--- config.mk ---
export PLATFORM = sky130hd
export DESIGN_NAME = ir_range_moving_average_unit
export DESIGN_NICKNAME = d
export VERILOG_FILES = /design/src/irma_pkg.sv /design/src/irma_ring_mem.sv /design/src/irma_chan_mem.sv /design/src/irma_divider.sv /design/src/ir_range_moving_average_unit.sv
export SDC_FILE = /design/constraint.sdc
export NUM_CORES = 2
export LEC_CHECK = 0
export ABC_AREA = 1
export ABC_CLOCK_PERIOD_IN_PS = 3900
export CELL_PAD_IN_SITES_DETAIL_PLACEMENT = 2
export CELL_PAD_IN_SITES_GLOBAL_PLACEMENT = 2
export CORE_UTILIZATION = 38
export DETAILED_ROUTE_END_ITERATION = 10
export DONT_BUFFER_PORTS = 1
export PLACE_DENSITY_LB_ADDON = 0.3
export SLEW_MARGIN = 20
export SYNTH_ARGS = -nofsm -noshare
export SYNTH_HDL_FRONTEND = slang
export SYNTH_SLANG_ARGS = --single-unit
--- constraint.sdc ---
create_clock -name clk_i -period 3.9 [get_ports clk_i]
set_input_delay 0 -clock clk_i [delete_from_list [all_inputs] [get_ports clk_i]]
set_output_delay 0 -clock clk_i [all_outputs]
set_load 0.05 [all_outputs]
--- src/irma_pkg.sv ---
// ----------------------------------------------------------------------------
// irma_pkg
// Shared field widths, conversion constants and register codes for the
// infrared range moving-average unit.
// ----------------------------------------------------------------------------
package irma_pkg;

  localparam int unsigned CHAN_W     = 3;
  localparam int unsigned SAMPLE_W   = 10;
  localparam int unsigned RANGE_W    = 16;
  localparam int unsigned HELD_W     = 5;
  localparam int unsigned WLEN_W     = 5;
  localparam int unsigned MASK_W     = 8;

  localparam int unsigned S_TDATA_W  = 16;
  localparam int unsigned M_TDATA_W  = 24;

  localparam int unsigned CFG_IDX_W  = 1;
  localparam int unsigned CFG_DATA_W = 8;

  localparam int unsigned SAMPLE_MAX  = 1023;
  localparam int unsigned RANGE_SCALE = 20760;
  localparam int unsigned DARK_LEVEL  = 11;
  localparam int unsigned RANGE_MAX   = 65535;

  localparam logic [WLEN_W-1:0] WLEN_RESET = 5'd10;
  localparam logic [MASK_W-1:0] MASK_RESET = 8'hFF;

  typedef enum logic [CFG_IDX_W-1:0] {
    CFG_WINDOW_LENGTH = 1'b0,
    CFG_CHANNEL_MASK  = 1'b1
  } cfg_reg_e;

endpackage

--- src/irma_ring_mem.sv ---
// ----------------------------------------------------------------------------
// irma_ring_mem
// Sample store: one window of recent readings per channel, one write and
// one registered read per cycle.
// ----------------------------------------------------------------------------
module irma_ring_mem #(
  parameter int unsigned DEPTH = 128,
  parameter int unsigned AW    = 7
) (
  input  logic                          clk_i,
  input  logic                          we_i,
  input  logic [AW-1:0]                 waddr_i,
  input  logic [irma_pkg::SAMPLE_W-1:0] wdata_i,
  input  logic [AW-1:0]                 raddr_i,
  output logic [irma_pkg::SAMPLE_W-1:0] rdata_o
);
  import irma_pkg::*;

  logic [SAMPLE_W-1:0] mem [DEPTH];
  logic [SAMPLE_W-1:0] rdata_q;

  always_ff @(posedge clk_i) begin
    if (we_i) begin
      mem[waddr_i] <= wdata_i;
    end
    rdata_q <= mem[raddr_i];
  end

  assign rdata_o = rdata_q;

endmodule

--- src/irma_chan_mem.sv ---
// ----------------------------------------------------------------------------
// irma_chan_mem
// Per-channel window state (sum, fill count, write pointer). Valid bits
// make an entry not yet written read as zero after reset.
// ----------------------------------------------------------------------------
module irma_chan_mem #(
  parameter int unsigned ENTRIES = 8,
  parameter int unsigned AW      = 3,
  parameter int unsigned DW      = 23
) (
  input  logic          clk_i,
  input  logic          rst_ni,
  input  logic          we_i,
  input  logic [AW-1:0] waddr_i,
  input  logic [DW-1:0] wdata_i,
  input  logic [AW-1:0] raddr_i,
  output logic [DW-1:0] rdata_o
);

  logic [DW-1:0]      mem [ENTRIES];
  logic [ENTRIES-1:0] valid_q;
  logic [DW-1:0]      rdata_q;
  logic               rvalid_q;

  always_ff @(posedge clk_i) begin
    if (we_i) begin
      mem[waddr_i] <= wdata_i;
    end
    rdata_q <= mem[raddr_i];
  end

  always_ff @(posedge clk_i or negedge rst_ni) begin
    if (!rst_ni) begin
      valid_q  <= '0;
      rvalid_q <= 1'b0;
    end else begin
      if (we_i) begin
        valid_q[waddr_i] <= 1'b1;
      end
      rvalid_q <= valid_q[raddr_i];
    end
  end

  assign rdata_o = rvalid_q ? rdata_q : '0;

endmodule

--- src/irma_divider.sv ---
// ----------------------------------------------------------------------------
// irma_divider
// Restoring divider, one quotient bit per cycle; NUM_W quotient bits per division.
// ----------------------------------------------------------------------------
module irma_divider #(
  parameter int unsigned NUM_W = 19,
  parameter int unsigned DEN_W = 14
) (
  input  logic             clk_i,
  input  logic             rst_ni,
  input  logic             start_i,
  input  logic [NUM_W-1:0] num_i,
  input  logic [DEN_W-1:0] den_i,
  output logic             done_o,
  output logic [NUM_W-1:0] quo_o
);

  localparam int unsigned IT_W = $clog2(NUM_W + 1);

  logic [NUM_W-1:0] quo_q, quo_d;
  logic [DEN_W-1:0] rem_q, rem_d;
  logic [DEN_W-1:0] den_q;
  logic [IT_W-1:0]  iter_q;
  logic             busy_q;
  logic             done_q;
  logic [DEN_W:0]   rem_sh;
  logic             take;

  always_comb begin
    rem_sh = {rem_q, quo_q[NUM_W-1]};
    take   = (rem_sh >= {1'b0, den_q});
    rem_d  = take ? DEN_W'(rem_sh - {1'b0, den_q}) : DEN_W'(rem_sh);
    quo_d  = {quo_q[NUM_W-2:0], take};
  end

  always_ff @(posedge clk_i or negedge rst_ni) begin
    if (!rst_ni) begin
      busy_q <= 1'b0;
      done_q <= 1'b0;
      iter_q <= '0;
    end else begin
      done_q <= 1'b0;
      if (start_i) begin
        busy_q <= 1'b1;
        iter_q <= IT_W'(NUM_W);
      end else if (busy_q) begin
        iter_q <= iter_q - 1'b1;
        if (iter_q == IT_W'(1)) begin
          busy_q <= 1'b0;
          done_q <= 1'b1;
        end
      end
    end
  end

  always_ff @(posedge clk_i) begin
    if (start_i) begin
      quo_q <= num_i;
      rem_q <= '0;
      den_q <= den_i;
    end else if (busy_q) begin
      quo_q <= quo_d;
      rem_q <= rem_d;
    end
  end

  assign done_o = done_q;
  assign quo_o  = quo_q;

endmodule

--- src/ir_range_moving_average_unit.sv ---
// ----------------------------------------------------------------------------
// ir_range_moving_average_unit
// Per-channel moving average of infrared range readings, converted to mm.
// Flow: the divider is skipped when the distance is invalid. A new word is
//   taken only once the last result has entered the output register; a
//   result may wait there while the next word is taken. Disabled channels
//   are taken and give no result.
// Reset: channel state reads as zero through valid bits at once, no clearing
//   pass; the sample store is left as it is.
// ----------------------------------------------------------------------------
module ir_range_moving_average_unit #(
  parameter int unsigned CHANNELS   = 8,
  parameter int unsigned MAX_WINDOW = 16
) (
  input  logic                            clk_i,
  input  logic                            rst_ni,
  // input stream: [2:0] channel, [12:3] sample_value, [15:13] zero
  input  logic                            s_axis_tvalid,
  output logic                            s_axis_tready,
  input  logic [irma_pkg::S_TDATA_W-1:0]  s_axis_tdata,
  // output stream: [2:0] out_channel, [18:3] range_mm, [23:19] samples_held
  output logic                            m_axis_tvalid,
  input  logic                            m_axis_tready,
  output logic [irma_pkg::M_TDATA_W-1:0]  m_axis_tdata,
  // [0] no_distance
  output logic                            m_axis_tuser,
  // configuration write channel
  input  logic                            cfg_valid_i,
  output logic                            cfg_ready_o,
  input  logic [irma_pkg::CFG_IDX_W-1:0]  cfg_index_i,
  input  logic [irma_pkg::CFG_DATA_W-1:0] cfg_data_i
);
  import irma_pkg::*;

  // Derived sizes
  localparam int unsigned RING_DEPTH = CHANNELS * MAX_WINDOW;
  localparam int unsigned RA_W  = (RING_DEPTH > 1) ? $clog2(RING_DEPTH) : 1;
  localparam int unsigned CH_W  = (CHANNELS > 1) ? $clog2(CHANNELS) : 1;
  localparam int unsigned WP_W  = (MAX_WINDOW > 1) ? $clog2(MAX_WINDOW) : 1;
  localparam int unsigned CNT_W = $clog2(MAX_WINDOW + 1);
  localparam int unsigned SUM_W = $clog2(MAX_WINDOW * SAMPLE_MAX + 1);
  localparam int unsigned NUM_W = $clog2(RANGE_SCALE * MAX_WINDOW + 1);
  localparam int unsigned CS_W  = SUM_W + CNT_W + WP_W;

  typedef enum logic [2:0] {
    ST_IDLE,
    ST_RD_CHAN,
    ST_RD_RING,
    ST_CALC,
    ST_DIV,
    ST_DONE
  } state_e;

  state_e state_q;

  // Configuration registers
  logic [WLEN_W-1:0] wlen_q;
  logic [MASK_W-1:0] mask_q;

  // Working registers for the word in flight
  logic [CHAN_W-1:0]   ch_q;
  logic [SAMPLE_W-1:0] val_q;
  logic [SUM_W-1:0]    sum_q;
  logic [CNT_W-1:0]    cnt_q;
  logic [WP_W-1:0]     wp_q;
  logic                full_q;
  logic [RANGE_W-1:0]  range_q;
  logic                invalid_q;

  // Output register
  logic                 m_valid_q;
  logic [M_TDATA_W-1:0] m_data_q;
  logic                 m_user_q;

  // Memory ports
  logic [CS_W-1:0]     cs_rdata;
  logic [CS_W-1:0]     cs_wdata;
  logic [RA_W-1:0]     ring_base;
  logic [RA_W-1:0]     ring_raddr;
  logic [RA_W-1:0]     ring_waddr;
  logic [SAMPLE_W-1:0] ring_rdata;
  logic                upd_we;

  // Read-side decode
  logic [SUM_W-1:0]  rd_sum;
  logic [CNT_W-1:0]  rd_cnt;
  logic [WP_W-1:0]   rd_wp;
  logic [CNT_W-1:0]  eff_len;
  logic              rd_full;
  logic [WP_W:0]     old_ext;
  logic [WP_W-1:0]   old_idx;

  // Update and conversion
  logic [SUM_W-1:0]  sum_new;
  logic [CNT_W-1:0]  cnt_new;
  logic [WP_W-1:0]   wp_new;
  logic [SUM_W-1:0]  dark;
  logic              calc_invalid;
  logic [NUM_W-1:0]  div_num;
  logic [SUM_W-1:0]  div_den;
  logic              div_start;
  logic              div_done;
  logic [NUM_W-1:0]  div_quo;
  logic [RANGE_W-1:0] range_sat;

  logic [CHAN_W-1:0]   in_ch;
  logic [SAMPLE_W-1:0] in_val;
  logic                in_take;
  logic                out_load;

  assign in_ch   = s_axis_tdata[CHAN_W-1:0];
  assign in_val  = s_axis_tdata[CHAN_W +: SAMPLE_W];
  assign in_take = s_axis_tvalid && s_axis_tready;

  assign s_axis_tready = (state_q == ST_IDLE);
  assign cfg_ready_o   = 1'b1;

  // Window length clamped to 1..MAX_WINDOW
  always_comb begin
    if (wlen_q == '0) begin
      eff_len = CNT_W'(1);
    end else if (int'(wlen_q) > MAX_WINDOW) begin
      eff_len = CNT_W'(MAX_WINDOW);
    end else begin
      eff_len = CNT_W'(wlen_q);
    end
  end

  // Channel state arrives in the cycle after accept (registered read)
  assign {rd_sum, rd_cnt, rd_wp} = cs_rdata;
  assign rd_full = (rd_cnt >= eff_len);

  // Oldest slot: (wp - cnt) mod MAX_WINDOW; operand stays below 2*MAX_WINDOW
  always_comb begin
    old_ext = {1'b0, rd_wp} + (WP_W + 1)'(MAX_WINDOW) - (WP_W + 1)'(rd_cnt);
    if (int'(old_ext) >= MAX_WINDOW) begin
      old_ext = old_ext - (WP_W + 1)'(MAX_WINDOW);
    end
    old_idx = WP_W'(old_ext);
  end

  assign ring_base  = RA_W'(int'(ch_q) * MAX_WINDOW);
  assign ring_raddr = ring_base + RA_W'(old_idx);
  assign ring_waddr = ring_base + RA_W'(wp_q);

  // Read-modify-write of the window; the oldest sample is read before the
  // new one overwrites its slot when the window spans the whole ring.
  always_comb begin
    sum_new = sum_q - (full_q ? SUM_W'(ring_rdata) : '0) + SUM_W'(val_q);
    cnt_new = full_q ? cnt_q : cnt_q + 1'b1;
    wp_new  = (int'(wp_q) + 1 == MAX_WINDOW) ? '0 : wp_q + 1'b1;
  end

  assign upd_we   = (state_q == ST_RD_RING);
  assign cs_wdata = {sum_new, cnt_new, wp_new};

  // range = RANGE_SCALE*cnt / (sum - DARK_LEVEL*cnt)
  assign dark         = SUM_W'(DARK_LEVEL * cnt_q);
  assign calc_invalid = (sum_q <= dark);
  assign div_num      = NUM_W'(RANGE_SCALE * cnt_q);
  assign div_den      = sum_q - dark;
  assign div_start    = (state_q == ST_CALC) && !calc_invalid;
  assign range_sat    = (int'(div_quo) > RANGE_MAX) ? RANGE_W'(RANGE_MAX)
                                                    : RANGE_W'(div_quo);

  assign out_load = (state_q == ST_DONE) && (!m_valid_q || m_axis_tready);

  irma_chan_mem #(
    .ENTRIES (CHANNELS),
    .AW      (CH_W),
    .DW      (CS_W)
  ) u_chan_mem (
    .clk_i   (clk_i),
    .rst_ni  (rst_ni),
    .we_i    (upd_we),
    .waddr_i (CH_W'(ch_q)),
    .wdata_i (cs_wdata),
    .raddr_i (CH_W'(in_ch)),
    .rdata_o (cs_rdata)
  );

  irma_ring_mem #(
    .DEPTH (RING_DEPTH),
    .AW    (RA_W)
  ) u_ring_mem (
    .clk_i   (clk_i),
    .we_i    (upd_we),
    .waddr_i (ring_waddr),
    .wdata_i (val_q),
    .raddr_i (ring_raddr),
    .rdata_o (ring_rdata)
  );

  irma_divider #(
    .NUM_W (NUM_W),
    .DEN_W (SUM_W)
  ) u_divider (
    .clk_i   (clk_i),
    .rst_ni  (rst_ni),
    .start_i (div_start),
    .num_i   (div_num),
    .den_i   (div_den),
    .done_o  (div_done),
    .quo_o   (div_quo)
  );

  // Sequencer, configuration and output register
  always_ff @(posedge clk_i or negedge rst_ni) begin
    if (!rst_ni) begin
      state_q   <= ST_IDLE;
      wlen_q    <= WLEN_RESET;
      mask_q    <= MASK_RESET;
      m_valid_q <= 1'b0;
    end else begin
      if (cfg_valid_i && cfg_ready_o) begin
        case (cfg_index_i)
          CFG_WINDOW_LENGTH: wlen_q <= cfg_data_i[WLEN_W-1:0];
          CFG_CHANNEL_MASK:  mask_q <= cfg_data_i[MASK_W-1:0];
          default: ;
        endcase
      end

      // a new word may replace the one leaving in the same cycle
      if (out_load) begin
        m_valid_q <= 1'b1;
      end else if (m_valid_q && m_axis_tready) begin
        m_valid_q <= 1'b0;
      end

      case (state_q)
        ST_IDLE: begin
          // out-of-range or disabled channel: taken, no result
          if (in_take && (int'(in_ch) < CHANNELS) && mask_q[in_ch]) begin
            state_q <= ST_RD_CHAN;
          end
        end
        ST_RD_CHAN: state_q <= ST_RD_RING;
        ST_RD_RING: state_q <= ST_CALC;
        ST_CALC: begin
          state_q <= calc_invalid ? ST_DONE : ST_DIV;
        end
        ST_DIV: begin
          if (div_done) begin
            state_q <= ST_DONE;
          end
        end
        ST_DONE: begin
          if (out_load) begin
            state_q <= ST_IDLE;
          end
        end
        default: state_q <= ST_IDLE;
      endcase
    end
  end

  // Datapath registers
  always_ff @(posedge clk_i) begin
    if (in_take) begin
      ch_q  <= in_ch;
      val_q <= in_val;
    end
    if (state_q == ST_RD_CHAN) begin
      sum_q  <= rd_sum;
      cnt_q  <= rd_cnt;
      wp_q   <= rd_wp;
      full_q <= rd_full;
    end
    if (state_q == ST_RD_RING) begin
      sum_q <= sum_new;
      cnt_q <= cnt_new;
    end
    if (state_q == ST_CALC) begin
      invalid_q <= calc_invalid;
      range_q   <= '0;
    end
    if ((state_q == ST_DIV) && div_done) begin
      range_q <= range_sat;
    end
    if (out_load) begin
      m_data_q <= {HELD_W'(cnt_q), range_q, ch_q};
      m_user_q <= invalid_q;
    end
  end

  assign m_axis_tvalid = m_valid_q;
  assign m_axis_tdata  = m_data_q;
  assign m_axis_tuser  = m_user_q;

  // Assertions
  a_result_from_done: assert property (
    @(posedge clk_i) disable iff (!rst_ni)
    $rose(m_valid_q) |-> $past(state_q == ST_DONE)
  ) else $error("result word raised outside the done step");

  a_div_done_in_div: assert property (
    @(posedge clk_i) disable iff (!rst_ni)
    div_done |-> (state_q == ST_DIV)
  ) else $error("divider finished while sequencer not waiting on it");

  a_invalid_zero_range: assert property (
    @(posedge clk_i) disable iff (!rst_ni)
    (m_axis_tvalid && m_axis_tuser) |-> (m_axis_tdata[CHAN_W +: RANGE_W] == '0)
  ) else $error("no-distance word carries a non-zero range");

endmodule

* Word-level counts from Yosys, hierarchy flattened
Memory sizes are Yosys's and may differ from the RTL's. A register that Yosys moved wholly into a read port is not among the register bits.
Index checks and enable logic that the tools add are counted.
** Word-level totals
- Bits in registers :: 159
- Bits in writable memories :: 1464
- Input bits :: 30
- Memories kept :: 2
** Operators by class
- Add/sub/neg operators :: 13
- $mul :: 2
- $lt $le $gt $ge :: 9
- Eq/ne operators :: 10
- Mux-type cells :: 40
- Bitwise operators :: 2
- Reduce and logical (&&, ||, !) cells :: 19
** Memory list
- u_ring_mem.mem :: words 128, width 10, rd ports 1, clocked after memory_dff 1, write ports 1, RTL line irma_ring_mem.sv:19 : logic [SAMPLE_W-1:0] mem [DEPTH];
- u_chan_mem.mem :: words 8, width 23, rd ports 1, clocked after memory_dff 1, write ports 1, RTL line irma_chan_mem.sv:20 : logic [DW-1:0] mem [ENTRIES];
** Operator list (number)
- $mux W16 :: 3
- $mux W14 :: 3
- $mux W19 :: 2
- $mux W5 :: 7
- $mux W23 :: 1
- $gt A19 B16 Y1 const B :: 1
- $pmux W3 S6 :: 1
- $mul A12 B5 Y16 const A :: 1
- $ge A15 B14 Y1 :: 1
- $add A14 B10 Y14 :: 1
- $add A7 B4 Y7 :: 2
- $le A14 B9 Y1 :: 1
- $mux W1 :: 14
- $sub A14 B10 Y14 :: 1
- $sub A14 B14 Y14 :: 1
- $sub A14 B9 Y14 :: 1
- $mux W10 :: 1
- $mul A4 B5 Y9 const A :: 1
- $mux W3 :: 3
- $lt A3 B4 Y1 const B :: 2
- $mux W4 :: 2
- $or A8 B8 Y8 :: 1
- $reduce_bool A2 Y1 :: 4
- $logic_and A1 B1 Y1 :: 7
- other kinds (27) :: 33

* Longest topological paths before layout
- Depth in word-level cells :: 6
- Gate-level depth with buffers :: 22

* By module
From an unflattened synthesis, not the netlist that was laid out.
** Unflattened totals
- Cell total of the unflattened synthesis :: 6500
- Area total of the unflattened synthesis :: 71018.1 um^2
** Modules (own cells, without submodules)
- irma_ring_mem :: instances 1, cells each 4419, area each 52206.3 um^2, seq. area each 38637.1 um^2
- irma_chan_mem :: instances 1, cells each 928, area each 9088.7 um^2, seq. area each 6211.0 um^2
- ir_range_moving_average_unit :: instances 1, cells each 754, area each 6593.8 um^2, seq. area each 2810.2 um^2
- irma_divider :: instances 1, cells each 399, area each 3129.3 um^2, seq. area each 1446.4 um^2

* Least setup slack after synthesis
Ideal clock, no wire load.
- Path type :: reg-to-reg
- Start point :: register val_q[1]
- End point :: register sum_q[12], data pin
- Setup time :: 131 ps
- Data arrival time :: 4075 ps
- Required time :: 3769 ps
- Path slack :: -306 ps
- Cell stages (with the launch flop) :: 12
- Buffers on the path :: 0
- Period minus slack after synthesis :: 4206 ps
- Cells stage by stage :: edfxtp_1 -> inv_1 -> fa_1 -> fa_1 -> inv_1 -> nand2_1 -> o21ai_0 -> nand4_1 -> nand4_1 -> xor2_1 -> nand2_1 -> nand2_1
** On the way
- Word-level cells in the longest chain between the ends :: 2
** RTL lines
- start, declared :: RTL line ir_range_moving_average_unit.sv:62 : logic [SAMPLE_W-1:0] val_q;
- start signal, assigned :: RTL line ir_range_moving_average_unit.sv:261 : val_q <= in_val;
- $add A14 B10 Y14 :: RTL line ir_range_moving_average_unit.sv:149 : sum_new = sum_q - (full_q ? SUM_W'(ring_rdata) : '0) + SUM_W'(val_q);
- via sum_new[12] :: RTL line ir_range_moving_average_unit.sv:94 : logic [SUM_W-1:0] sum_new;
- $mux W14 :: RTL line ir_range_moving_average_unit.sv:269 : if (state_q == ST_RD_RING) begin
- end signal, assigned :: RTL line ir_range_moving_average_unit.sv:264 : sum_q <= rd_sum;
- end signal, assigned :: RTL line ir_range_moving_average_unit.sv:270 : sum_q <= sum_new;
- end, declared :: RTL line ir_range_moving_average_unit.sv:63 : logic [SUM_W-1:0] sum_q;
The timed path passes the listed nets, and every way through them passes these cells.
A chain may end at the register's enable or synchronous reset.

* Worst setup path in the final report
- Start point :: register cnt_q[1]
- End point :: register u_divider.quo_q[16] (netlist: u_divider.quo_o[16]), data pin
** On the way
- Word-level cells in the longest chain between the ends :: 5
- Elaborated cells between the ends (all ways) :: 6
- Those cells by class :: mul: 2; order compare: 1; mux: 1; reduce/logical: 2
** RTL lines
- start, declared :: RTL line ir_range_moving_average_unit.sv:64 : logic [CNT_W-1:0] cnt_q;
- start signal, assigned :: RTL line ir_range_moving_average_unit.sv:265 : cnt_q <= rd_cnt;
- start signal, assigned :: RTL line ir_range_moving_average_unit.sv:271 : cnt_q <= cnt_new;
- $mul A4 B5 Y9 :: RTL line ir_range_moving_average_unit.sv:158 : assign dark = SUM_W'(DARK_LEVEL * cnt_q);
- $le A14 B9 Y1 :: RTL line ir_range_moving_average_unit.sv:159 : assign calc_invalid = (sum_q <= dark);
- $logic_not A1 Y1 :: RTL line ir_range_moving_average_unit.sv:162 : assign div_start = (state_q == ST_CALC) && !calc_invalid;
- $logic_and A1 B1 Y1 :: RTL line ir_range_moving_average_unit.sv:162
- $mux W19 (*) :: RTL line irma_divider.sv:57 : if (start_i) begin
- end signal, assigned :: RTL line irma_divider.sv:58 : quo_q <= num_i;
- end signal, assigned :: RTL line irma_divider.sv:62 : quo_q <= quo_d;
- end, declared :: RTL line irma_divider.sv:20 : logic [NUM_W-1:0] quo_q, quo_d;
Every way passes the cells marked *; elsewhere a longest branch is shown, timed or not.

==> flow_summary_export.csv <==
group,metric,value,unit
status,status,"complete, no violations",
setup_path,reg2reg_to,"u_divider.quo_o[16]$_DFFE_PP_",
hold_path,hp-class,"in -> reg",
power,fin_total_pwr,44.2,mW
timing,final-hold-violation-count,0,
global_routing,grt_max_degree,129,
layout,num-nets-final,7762,
setup_path,cp_max_fo,6,
clocking,cts_tree,"done",
timing,setup_ws,0.00126,ns
floorplan,dieWidth,442,um
setup_path,critical_path_required,4.56,ns
synth,synthSimpleGateAreaFrac,21.0,%
layout,postLayoutCellArea,85200,sq um
detailed_routing,wl_per_cell,25.4,um
synth,synthArstFlopShare,1.99,%
detailed_routing,dr.pass1.iters,7,
hold_path,min-delay-start,"s_axis_tvalid",
detailed_routing,avgViaCountPerCell,5.29,
layout,final_cell_mix,"2689 x nand2_1, 1573 x edfxtp_1, 1044 x inv_1",
synth,synth_compound_area_share,2.44,%
global_routing,grtUsageTotal,26.5,%
floorplan,core.rowCount,161,
global_routing,grt-ovfl-total,0,
layout,syn2layout_area_growth,15.9,%
detailed_routing,wl,262000,um
clocking,clock-sinks,1656,
synth,synth_edf_count,1573,
synth,synthFlopType,"edfxtp_1",
placement,dpl.hpwl,160000,um
global_routing,antenna_found_initial,7,
synth,ys_ff_latch,1656,
floorplan,num_io_pins,58,
clocking,htree_num_levels,4,
detailed_routing,drt_iter0_markers,4506,
global_routing,grt_pass1_wl,391000,um
timing,fin_crit_sh,100,%
synth,synthesis.nets,7502,
setup_path,r2r-start,"cnt_q[1]$_DFFE_PP_",
floorplan,die_h,442,um
placement,place_congestion,0.841,
placement,port_buffers,0,
timing,slew_violations,0,
run,max_cap_viol_count,0,
floorplan,core_area,192000,sq um
timing,hold-worst-slack,0.131,ns
timing,grt_setup_unrepaired,"true",
hold_path,holdPathStages,3,
clocking,clock_latency,0.87,ns
placement,place_area,78500,sq um
floorplan,initial_core_util,38.2,%
synth,yosys.area_share.adder,1.76,%
floorplan,die-area,195000,sq um
synth,yosysSeqAreaShare,66.8,%
clocking,cts_buffers,186,
synth,muxShareOfSynthArea,0.0460,%
timing,min_period,3.90,ns
layout,final_common_cell,"nand2_1",
power,power.density,519,nW/um^2
timing,setup_viol,0,
synth,yosys_warnings,0,
layout,drive_above_1_share,8.90,%
placement,pre_cts_slack,-0.180,ns
setup_path,crit_type,"reg -> reg",
global_routing,grt_pass1_vias,60600,
setup_path,end_kind,"flop",
detailed_routing,dr_total_vias,54600,
timing,max_slew_margin,19.8,%
clocking,cts.path.max_buffers,3,
power,cellLeakagePower,36.2,nW
synth,syn-cell-area,73500,sq um
timing,fmax,256,MHz
timing,worst_pin_slew,1.20,ns
synth,syn_inst,7378,
synth,syn_area_per_cell,9.96,sq um
hold_path,whs_endpoint,"val_q[2]$_DFFE_PP_",
setup_path,reg2reg_slack,0.001,ns
setup_path,crit_arrival,4.55,ns
clocking,clkTransAtPathRegs,0.08,ns
synth,synth_top_family_by_area,"simple AND/OR/NAND/NOR gates",
clocking,clockRootBuffer,"clkbuf_16",
setup_path,worstSetupStartpointType,"flop",
detailed_routing,ant_nets,0,
timing,skew,0.0435,ns
setup_path,rr_worst_depth,20,
synth,yosysUniqueCellTypes,44,
synth,synth_xor_xnor_area_share,0.594,%
power,ir_drop,365,uV
detailed_routing,drc_errors,0,
state kept, by name, indices dropped and copies added (netlist names), 10 cells and up:
register / count
u_ring_mem.mem: 1280
u_chan_mem.rdata_q: 23
u_divider.quo_o: 19
m_axis_tdata: 24
val_q: 10
u_ring_mem.rdata_o: 10
u_divider.den_q: 14
sum_q: 14
range_q: 16
u_divider.rem_q: 14
u_chan_mem.mem: 184
per-stage QoR:
| step | TNS, ns | utilization (%) | instances |
|---|---|---|---|
| 6_report | 0 | 44.3 | 10300 |
| 5_1_grt | -4.23 | 44.3 | 10300 |
| 2_1_floorplan | -0.0593 | - | 7378 |
| 3_5_place_dp | -6.66 | 40.8 | 9911 |
| 4_1_cts | 0 | 44.1 | 10300 |
| 3_3_place_gp | 0 | 40.8 | 9911 |
synth_stat cells (all sizes together), types with 26 or more instances:
master / instances / area (sq um)
nand2: 2696 / 10100
edfxtp: 1573 / 47200
inv: 1051 / 3950
nand3: 702 / 3520
nor2: 401 / 1510
o21ai: 196 / 981
clkbuf: 187 / 702
buf: 152 / 731
ha: 78 / 976
a21oi: 61 / 305
dfxtp: 50 / 1000
xor2: 35 / 314
o22ai: 33 / 206
a31oi: 26 / 163
worst max path at each step:
| stage | end | depth (start not counted) | start |
|---|---|---|---|
| after CTS | u_divider.quo_o[5]$_DFFE_PP_ | 20 | cnt_q[1]$_DFFE_PP_ |
| after floorplan | sum_q[12]$_DFFE_PP_ | 11 | val_q[9]$_DFFE_PP_ |
| final | u_divider.quo_o[16]$_DFFE_PP_ | 20 | cnt_q[1]$_DFFE_PP_ |
| after global placement | u_divider.quo_o[4]$_DFFE_PP_ | 19 | cnt_q[1]$_DFFE_PP_ |
| after detailed placement | u_divider.rem_q[10]$_SDFFE_PP0P_ | 21 | cnt_q[3]$_DFFE_PP_ |
| after global routing | u_divider.quo_o[10]$_DFFE_PP_ | 20 | cnt_q[1]$_DFFE_PP_ |
power breakdown:
group          switching [mW]  total (mW)  internal [mW]
combinational            5.59        7.78           2.19
sequential             0.0582        19.4           19.4
clock                    7.53        17.0           9.43
kinds of logic (layout without fill, tap and decap cells):
logic type,after synthesis,in the layout
simple gates,3847,3847
xor+xnor,49,49
compound gates,333,333
other cells,1,2
flops,1656,1656
mux,3,3
fa+ha+maj,94,94
buf+inv,1395,1804
metal layers:
metal	GRT usage, %	vias to the layer above	wire length [um]
met4	7.72	2	7000
met5	0	-	20
met3	3.18	403	12000
met1	34.3	28500	111000
li1	-	24400	-
met2	46.6	1356	132000
repair_timing:
item,in CTS,in global routing
gates resized for setup,9,38
endpoints found under the setup margin,66,71
gates cloned,0,0
endpoints found under the hold margin,124,0
buffers inserted,2,5
hold buffers,58,0
pin swaps,3,6
critical path, cell delays in order (launching register included):
cell      delay (ns)
edfxtp_1        0.45
ha_4            0.30
inv_1           0.05
fa_1            0.51
inv_2           0.06
ha_4            0.28
nand3_2         0.08
nand3_2         0.09
nand2_1         0.06
nand2_1         0.07
a21oi_2         0.05
xor2_1          0.14
ha_1            0.34
a21oi_2         0.21
o21ai_2         0.08
nor2_1          0.14
nand2_2         0.09
nand3_4         0.20
nand2_8         0.11
buf_6           0.15
o21ai_1         0.20
final cells by class:
type | instances | area [sq um]
Fill cell | 20000 | 107000
Sequential cell | 1656 | 49100
Multi-Input combinational cell | 4327 | 19400
Clock buffer | 250 | 4990
Inverter | 1056 | 4000
Timing Repair Buffer | 411 | 3880
Tap cell | 2526 | 3160
Clock inverter | 87 | 699
Antenna cell | 1 | 2.50
(Power assumes the default switching activity.)
